### src/sv/mva_pkg.sv
// ---------------------------------------------------------------------------
// mva_pkg
// Widths and step counts shared by the mean and variance accumulator.
// ---------------------------------------------------------------------------
`default_nettype none

package mva_pkg;

  // item fields
  localparam int SampleWidth = 16;
  localparam int CountWidth  = 16;
  localparam int FracBits    = 16;
  localparam int SumWidth    = 32;
  localparam int SqWidth     = 47;
  localparam int MeanWidth   = 32;
  localparam int VarWidth    = 47;

  // saturation point of the sample counter
  localparam logic [CountWidth-1:0] CountMax = '1;

  // shared datapath: 64-bit adder, shift-add multiply, restoring divide
  localparam int ProdWidth  = 64;
  localparam int MulWidth   = 32;
  localparam int DivisorW   = 32;
  localparam int DivWidth   = ProdWidth + FracBits;
  localparam int MulSteps   = MulWidth;
  localparam int DivSteps   = DivWidth;
  localparam int StepWidth  = $clog2(DivSteps + 1);

endpackage : mva_pkg

`default_nettype wire

### src/sv/mean_variance_accumulator.sv
// ---------------------------------------------------------------------------
// mean_variance_accumulator
// Per-set count, sum and sum of squares; mean and population variance in
// fixed point (16 fraction bits) once the last item of a set arrives.
// ---------------------------------------------------------------------------
//
//  channel | handshake                  | payload
//  --------+----------------------------+-------------------------------------
//  in      | in_valid_i / in_stall_o    | in_sample_i, in_last_i
//  out     | out_valid_o / out_stall_i  | out_mean_o, out_variance_o,
//          |                            | out_sample_count_o, out_overflow_o
//
//  - Samples without the last mark are taken whenever idle: items stream back to back.
//  - A last sample starts a result pass before the result can load: abs,
//    two 32-step shift-add multiplies, subtract, a third multiply, two
//    80-step restoring divides, sign fix. All of it runs through one
//    64-bit add/subtract unit.
//  - in_stall_o is high for the whole result pass and while a finished result
//    waits behind a still-full output register.
//  - The output register lets new samples be taken while a result is unread.
//  - rst_ni clears the accumulators, the sequencer and out_valid_o.
// ---------------------------------------------------------------------------
`default_nettype none

module mean_variance_accumulator (
  input  wire                                 clk_i,
  input  wire                                 rst_ni,
  input  wire                                 in_valid_i,
  output logic                                in_stall_o,
  input  wire signed [mva_pkg::SampleWidth-1:0] in_sample_i,
  input  wire                                 in_last_i,
  output logic                                out_valid_o,
  input  wire                                 out_stall_i,
  output logic signed [mva_pkg::MeanWidth-1:0] out_mean_o,
  output logic [mva_pkg::VarWidth-1:0]        out_variance_o,
  output logic [mva_pkg::CountWidth-1:0]      out_sample_count_o,
  output logic                                out_overflow_o
);
  import mva_pkg::*;

  // sequencer codes
  localparam logic [3:0] S_IDLE = 4'd0;
  localparam logic [3:0] S_ABS  = 4'd1;  // |sum|
  localparam logic [3:0] S_MULA = 4'd2;  // n * sumsq
  localparam logic [3:0] S_MULB = 4'd3;  // |sum|^2
  localparam logic [3:0] S_SUB  = 4'd4;  // d = max(a - b, 0)
  localparam logic [3:0] S_MULN = 4'd5;  // n^2
  localparam logic [3:0] S_DIVV = 4'd6;  // d * 2^F / n^2
  localparam logic [3:0] S_DIVM = 4'd7;  // |sum| * 2^F / n
  localparam logic [3:0] S_NEG  = 4'd8;  // restore sign of the mean
  localparam logic [3:0] S_DONE = 4'd9;

  logic [3:0] state_q, state_d;

  // accumulators
  logic [CountWidth-1:0] count_q;
  logic [SumWidth-1:0]   sum_q;
  logic [SqWidth-1:0]    sumsq_q;
  logic                  drop_q;

  // shared datapath registers
  logic [StepWidth-1:0] step_q, step_d;
  logic [ProdWidth-1:0] acc_q, acc_d;
  logic [ProdWidth-1:0] mcand_q, mcand_d;
  logic [MulWidth-1:0]  mplier_q, mplier_d;
  logic [ProdWidth-1:0] a_q, a_d;
  logic [SumWidth-1:0]  asum_q, asum_d;
  logic [DivisorW-1:0]  div_q, div_d;
  logic [DivWidth-1:0]  dvd_q, dvd_d;
  logic [DivisorW-1:0]  rem_q, rem_d;

  // output register
  logic                  out_valid_q;
  logic [MeanWidth-1:0]  mean_q;
  logic [VarWidth-1:0]   var_q;
  logic [CountWidth-1:0] cnt_q;
  logic                  ovf_q;

  // the one arithmetic unit
  logic [ProdWidth-1:0] alu_a, alu_b;
  logic                 alu_sub;
  logic [ProdWidth:0]   alu_sum;

  logic                  accept;
  logic                  clear;
  logic                  load_out;
  logic [DivisorW:0]     rem_sh;
  logic [ProdWidth-1:0]  mul_acc;
  logic [DivisorW-1:0]   div_rem;
  logic signed [2*SampleWidth-1:0] sq;

  assign in_stall_o = (state_q != S_IDLE);
  assign accept     = in_valid_i && !in_stall_o;

  // add, or subtract with carry out meaning "no borrow"
  assign alu_sum = {1'b0, alu_a} + {1'b0, (alu_sub ? ~alu_b : alu_b)}
                   + {{ProdWidth{1'b0}}, alu_sub};

  // one shift-add multiply step
  assign mul_acc = mplier_q[0] ? alu_sum[ProdWidth-1:0] : acc_q;

  // one restoring divide step
  assign rem_sh  = {rem_q, dvd_q[DivWidth-1]};
  assign div_rem = alu_sum[ProdWidth] ? alu_sum[DivisorW-1:0] : rem_sh[DivisorW-1:0];

  // full-width signed square, never negative
  assign sq = in_sample_i * in_sample_i;

  always_comb begin
    state_d  = state_q;
    step_d   = step_q;
    acc_d    = acc_q;
    mcand_d  = mcand_q;
    mplier_d = mplier_q;
    a_d      = a_q;
    asum_d   = asum_q;
    div_d    = div_q;
    dvd_d    = dvd_q;
    rem_d    = rem_q;
    alu_a    = '0;
    alu_b    = '0;
    alu_sub  = 1'b0;
    clear    = 1'b0;
    load_out = 1'b0;

    unique case (state_q)
      S_IDLE: begin
        if (accept && in_last_i) begin
          state_d = S_ABS;
        end
      end
      S_ABS: begin
        alu_b   = ProdWidth'(sum_q);
        alu_sub = 1'b1;
        asum_d  = sum_q[SumWidth-1] ? alu_sum[SumWidth-1:0] : sum_q;
        acc_d    = '0;
        mcand_d  = ProdWidth'(sumsq_q);
        mplier_d = MulWidth'(count_q);
        step_d   = StepWidth'(MulSteps);
        state_d  = S_MULA;
      end
      S_MULA, S_MULB, S_MULN: begin
        alu_a    = acc_q;
        alu_b    = mcand_q;
        acc_d    = mul_acc;
        mcand_d  = mcand_q << 1;
        mplier_d = mplier_q >> 1;
        step_d   = step_q - 1'b1;
        if (step_q == StepWidth'(1)) begin
          if (state_q == S_MULA) begin
            a_d      = mul_acc;
            acc_d    = '0;
            mcand_d  = ProdWidth'(asum_q);
            mplier_d = asum_q;
            step_d   = StepWidth'(MulSteps);
            state_d  = S_MULB;
          end else if (state_q == S_MULB) begin
            state_d = S_SUB;
          end else begin
            div_d   = mul_acc[DivisorW-1:0];
            dvd_d   = {a_q, {FracBits{1'b0}}};
            rem_d   = '0;
            step_d  = StepWidth'(DivSteps);
            state_d = S_DIVV;
          end
        end
      end
      S_SUB: begin
        alu_a    = a_q;
        alu_b    = acc_q;
        alu_sub  = 1'b1;
        a_d      = alu_sum[ProdWidth] ? alu_sum[ProdWidth-1:0] : '0;
        acc_d    = '0;
        mcand_d  = ProdWidth'(count_q);
        mplier_d = MulWidth'(count_q);
        step_d   = StepWidth'(MulSteps);
        state_d  = S_MULN;
      end
      S_DIVV, S_DIVM: begin
        alu_a   = ProdWidth'(rem_sh);
        alu_b   = ProdWidth'(div_q);
        alu_sub = 1'b1;
        rem_d   = div_rem;
        dvd_d   = {dvd_q[DivWidth-2:0], alu_sum[ProdWidth]};
        step_d  = step_q - 1'b1;
        if (step_q == StepWidth'(1)) begin
          if (state_q == S_DIVV) begin
            a_d     = ProdWidth'(dvd_d[VarWidth-1:0]);
            dvd_d   = DivWidth'({asum_q, {FracBits{1'b0}}});
            div_d   = DivisorW'(count_q);
            rem_d   = '0;
            step_d  = StepWidth'(DivSteps);
            state_d = S_DIVM;
          end else begin
            acc_d   = ProdWidth'(dvd_d[MeanWidth-1:0]);
            state_d = S_NEG;
          end
        end
      end
      S_NEG: begin
        alu_b   = acc_q;
        alu_sub = 1'b1;
        if (sum_q[SumWidth-1]) begin
          acc_d = alu_sum[ProdWidth-1:0];
        end
        state_d = S_DONE;
      end
      S_DONE: begin
        if (!out_valid_q || !out_stall_i) begin
          load_out = 1'b1;
          clear    = 1'b1;
          state_d  = S_IDLE;
        end
      end
      default: begin
        state_d = S_IDLE;
      end
    endcase
  end

  // sequencer and accumulators
  always_ff @(posedge clk_i or negedge rst_ni) begin
    if (!rst_ni) begin
      state_q <= S_IDLE;
      count_q <= '0;
      sum_q   <= '0;
      sumsq_q <= '0;
      drop_q  <= 1'b0;
    end else begin
      state_q <= state_d;
      if (clear) begin
        count_q <= '0;
        sum_q   <= '0;
        sumsq_q <= '0;
        drop_q  <= 1'b0;
      end else if (accept) begin
        if (count_q == CountMax) begin
          drop_q <= 1'b1;
        end else begin
          count_q <= count_q + 1'b1;
          sum_q   <= sum_q + SumWidth'(in_sample_i);
          sumsq_q <= sumsq_q + SqWidth'(sq);
        end
      end
    end
  end

  // datapath payload, no reset needed
  always_ff @(posedge clk_i) begin
    step_q   <= step_d;
    acc_q    <= acc_d;
    mcand_q  <= mcand_d;
    mplier_q <= mplier_d;
    a_q      <= a_d;
    asum_q   <= asum_d;
    div_q    <= div_d;
    dvd_q    <= dvd_d;
    rem_q    <= rem_d;
  end

  // output register
  always_ff @(posedge clk_i or negedge rst_ni) begin
    if (!rst_ni) begin
      out_valid_q <= 1'b0;
    end else if (load_out) begin
      out_valid_q <= 1'b1;
    end else if (!out_stall_i) begin
      out_valid_q <= 1'b0;
    end
  end

  always_ff @(posedge clk_i) begin
    if (load_out) begin
      mean_q <= acc_q[MeanWidth-1:0];
      var_q  <= a_q[VarWidth-1:0];
      cnt_q  <= count_q;
      ovf_q  <= drop_q;
    end
  end

  assign out_valid_o        = out_valid_q;
  assign out_mean_o         = signed'(mean_q);
  assign out_variance_o     = var_q;
  assign out_sample_count_o = cnt_q;
  assign out_overflow_o     = ovf_q;

`ifndef SYNTHESIS
  a_last_starts: assert property (@(posedge clk_i) disable iff (!rst_ni)
    (in_valid_i && !in_stall_o && in_last_i) |=> (state_q == S_ABS))
    else $error("last item did not start the result pass");

  a_load_clears: assert property (@(posedge clk_i) disable iff (!rst_ni)
    (state_q == S_DONE && (!out_valid_q || !out_stall_i))
      |=> (out_valid_o && count_q == '0 && state_q == S_IDLE))
    else $error("result load did not clear the accumulators");

  a_rem_bound: assert property (@(posedge clk_i) disable iff (!rst_ni)
    (state_q == S_DIVV || state_q == S_DIVM) |-> (rem_q < div_q))
    else $error("divider remainder out of range");

  a_count_nonzero: assert property (@(posedge clk_i) disable iff (!rst_ni)
    out_valid_o |-> (out_sample_count_o != '0))
    else $error("result with empty count");
`endif

endmodule : mean_variance_accumulator

`default_nettype wire
### config.mk
export PLATFORM = sky130hd
export DESIGN_NAME = mean_variance_accumulator
export DESIGN_NICKNAME = d
export VERILOG_FILES = /design/src/sv/mva_pkg.sv /design/src/sv/mean_variance_accumulator.sv
export SDC_FILE = /design/constraint.sdc
export NUM_CORES = 2
export LEC_CHECK = 0
export BUFFER_PORTS_ARGS = -buffer_cell sky130_fd_sc_hd__buf_2
export CAP_MARGIN = 20
export CORE_MARGIN = 1
export CORE_UTILIZATION = 69
export CTS_BUF_LIST = sky130_fd_sc_hd__clkbuf_4 sky130_fd_sc_hd__clkbuf_8 sky130_fd_sc_hd__clkbuf_16
export DETAILED_ROUTE_END_ITERATION = 10
export HOLD_SLACK_MARGIN = 0.02
export PLACE_DENSITY = 0.87
export SLEW_MARGIN = 20
export SYNTH_ARGS = -nofsm -noshare
export SYNTH_HDL_FRONTEND = slang
export SYNTH_SLANG_ARGS = --single-unit
### constraint.sdc
create_clock -name clk_i -period 13.04 [get_ports clk_i]
set_input_delay 1.304 -clock clk_i [delete_from_list [all_inputs] [get_ports clk_i]]
set_output_delay 1.304 -clock clk_i [all_outputs]
set_load 0.1 [all_outputs]
==> impl_metrics.csv <==
group,metric,value,unit
outcome,status,"finished, violations left",
outcome,violations,"DRC",
setup_path,cp_max_fo,34,
routing,drt_pass1_iterations,11,
sta,whs,476,ps
setup_path,endpoint_kind,"flip-flop",
grt,track_usage,39.1,%
clock_network,cts_tree,"built",
floorplanning,die_area,0.0646,mm^2
grt,antenna_found_initial,1,
placement,dp.final_hpwl,89300,um
clock_network,cts_setup_buffers,0,
routing,ant_nets,0,
grt,globalRouteOverflowTotal,0,
routing,via_per_inst,6.71,
logic_synthesis,synthTopCellsByArea,"edfxtp_1 (34%), fa_1 (11%), ha_1 (6.8%)",
setup_path,critPathLaunch,"in_sample_i[15]",
worst_hold_path,hp-class,"flip-flop to flip-flop",
floorplanning,dieHeight,254,um
power,power_density,273,mW/mm^2
final_layout,layout_commonest_cell,"nand2_1",
setup_path,rr_startpoint,"state_q[1]",
floorplanning,placementRows,92,
routing,wl_per_cell,23.5,um
power,p_leak,20.7,nW
final_layout,drive_above_1_share,8.73,%
grt,grt_pass1_wl,194000,um
clock_network,htree_levels,2,
sta,fin_skew,39.6,ps
setup_path,r2r-end,"a_q[8]",
setup_path,path_class,"input pin to flip-flop",
clock_network,clockRootBuffer,"clkbuf_16",
logic_synthesis,yosys.area.top_type,"edfxtp_1",
final_layout,layout_common_cells,"nand2_1 (578), edfxtp_1 (503), inv_1 (402)",
routing,drt-initial-drc-count,5474,
sta,fmax,93.7,MHz
floorplanning,initial_core_util,69.7,%
logic_synthesis,ys_types,95,
logic_synthesis,synthArstFlopShare,16.7,%
setup_path,r2r_slack,5090,ps
final_layout,nets,4925,
placement,place.gp.congestion,1.01,
clock_network,cts_sinks,604,
floorplanning,ios,119,
power,p_sw_share,46.3,%
logic_synthesis,yosysWarnings,0,
setup_path,required,13610,ps
sta,tightest_slew,1230,ps
clock_network,numCtsBuffers,60,
floorplanning,die_w,254,um
sta,rsz0062_at_grt,"no",
power,p_seq_share,16.0,%
sta,post-route-min-period,10670,ps
logic_synthesis,syn_nets,4949,
final_layout,fin_util,75.0,%
logic_synthesis,ys_seq_area_share,40.2,%
logic_synthesis,synth_seq_cells,604,
logic_synthesis,synthCells,4452,
routing,vias,35800,
clock_network,worstSkewPairLatency,650,ps
sta,hold_viol_final,0,
clock_network,postCtsHoldBufs,0,
setup_path,arrival,11240,ps
placement,place_area,0.0450,mm^2
clock_network,path_clk_slew,60,ps
clock_network,cts_resized,0,
power,p_sw,5.98,mW
power,cell_internal_pwr,6.93,mW
power,clkPwrFrac,14.9,%
routing,drt_wl_total,125000,um
logic_synthesis,synth_ff_type,"edfxtp_1",
job,drv_cap,0,
grt,grt_pass1_vias,34700,
logic_synthesis,synth_edf_count,503,
clock_network,cts_max_path_buffers,3,
floorplanning,coreArea,0.0630,mm^2
final_layout,diodes,0,
grt,grt_max_degree,100,
power,finalPower,12.9,mW
sta,fin_crit_sh,81.8,%
sta,max_slew_margin,18.2,%
final_layout,final_area,0.0472,mm^2
final_layout,area_growth_syn_to_layout,7.58,%
logic_synthesis,synth.top_cell.area_share,34.4,%
power,combinationalPowerShare,69.1,%
sta,slew_violations,0,
power,max-vdd-ir-drop,518,uV
logic_synthesis,avgSynthCellArea,9.86,um^2
sta,finalSetupViolations,0,
sta,finalSetupTns,0,ps
setup_path,cp-endpoint,"sumsq_q[41]",
routing,drc,2,
setup_path,r2r.worst_path.cells,16,
setup_path,cp-start-kind,"input pin",
placement,port_buffers,118,
logic_synthesis,netlist_area,0.0439,mm^2
==> synthesized netlist by cell type, drive strengths merged (59+ instances only) <==
master	number
nor2	281
a21o	106
nand2	583
edfxtp	503
dfrtp	101
fa	236
a222oi	63
inv	403
clkbuf	189
o21ai	245
a22o	105
a21oi	283
nand3	195
ha	240
buf	59
xor2	74
xnor2	112
==> kinds of logic (layout without fill, tap and decap cells) <==
logic type	count (synthesis)	count (layout)	synth area share, %
buffers and inverters	655	682	5.76
multiplexers	67	67	1.62
adder cells (fa/ha/maj)	476	476	17.6
AO/OA/AOI/OAI	1135	1135	17.6
flip-flops	604	604	40.2
XOR/XNOR	186	186	3.71
AND/OR/NAND/NOR	1329	1329	13.5
==> power groups by stage <==
stage | registers (mW) | logic, mW | clock network [mW]
2_1_floorplan | 2.10 | 6.52 | 0
3_3_place_gp | 2.10 | 8.50 | 0
3_5_place_dp | 2.10 | 8.83 | 0
4_1_cts | 2.06 | 8.87 | 1.92
5_1_grt | 2.06 | 10.1 | 1.98
6_report | 2.06 | 8.92 | 1.93
==> state kept, by name, summed over array words and instances, names as in the netlist, 32 cells and up <==
signal / flops
a_q: 64
acc_q: 64
asum_q: 32
div_q: 32
dvd_q: 80
mcand_q: 64
mplier_q: 32
out_mean_o: 32
out_variance_o: 47
rem_q: 32
sum_q: 32
sumsq_q: 47
==> routing by layer <==
layer  vias to the layer above  track usage [%]  wire, um
met2                      2539             59.3     55000
li1                      15800                -         -
met4                         0             15.7      5280
met5                         -                0         0
met3                       345             9.90     17700
met1                     17000             54.1     47400
==> critical path: stages <==
cell	delay (ps)
buf_2	600
inv_1	510
nor2_1	410
fa_1	600
fa_1	890
fa_1	530
fa_1	520
fa_1	490
inv_1	50
fa_1	480
inv_1	40
ha_1	340
nand3_1	140
a2111oi_0	660
o2111ai_1	210
a31oi_1	340
nand4_1	130
nor3b_2	170
buf_4	220
ha_1	380
nand2_1	80
or3_1	410
a2111oi_1	660
o2111ai_1	210
nand3b_1	160
o31ai_1	110
or4b_1	470
nand3_1	90
==> worst min-delay path by stage <==
stage	end	from	slack, ps	cells after the start
3_5_place_dp	out_overflow_o	drop_q	460	0
2_1_floorplan	out_sample_count_o[12]	count_q[12]	420	0
5_1_grt	out_overflow_o	drop_q	490	0
6_report	out_overflow_o	drop_q	480	0
3_3_place_gp	out_overflow_o	drop_q	430	0
4_1_cts	out_overflow_o	drop_q	480	0
==> layout make-up <==
cell class,count,area (um^2)
flip-flops and latches,604,17600
multi-input cells,3193,23900
clock buffers,70,1620
fillers,4240,15800
well taps,846,1060
inverters,405,1520
repair buffers,164,938
clock inverters,43,574
==> through the flow <==
step                      worst slack, ps  cells
after floorplan                      2630   4452
after global placement               2080   5212
after detailed placement             1820   5212
after CTS                            2460   5325
after global routing                 1830   5325
final                                2370   5325
No activity file was read; power rests on OpenSTA's default activity.
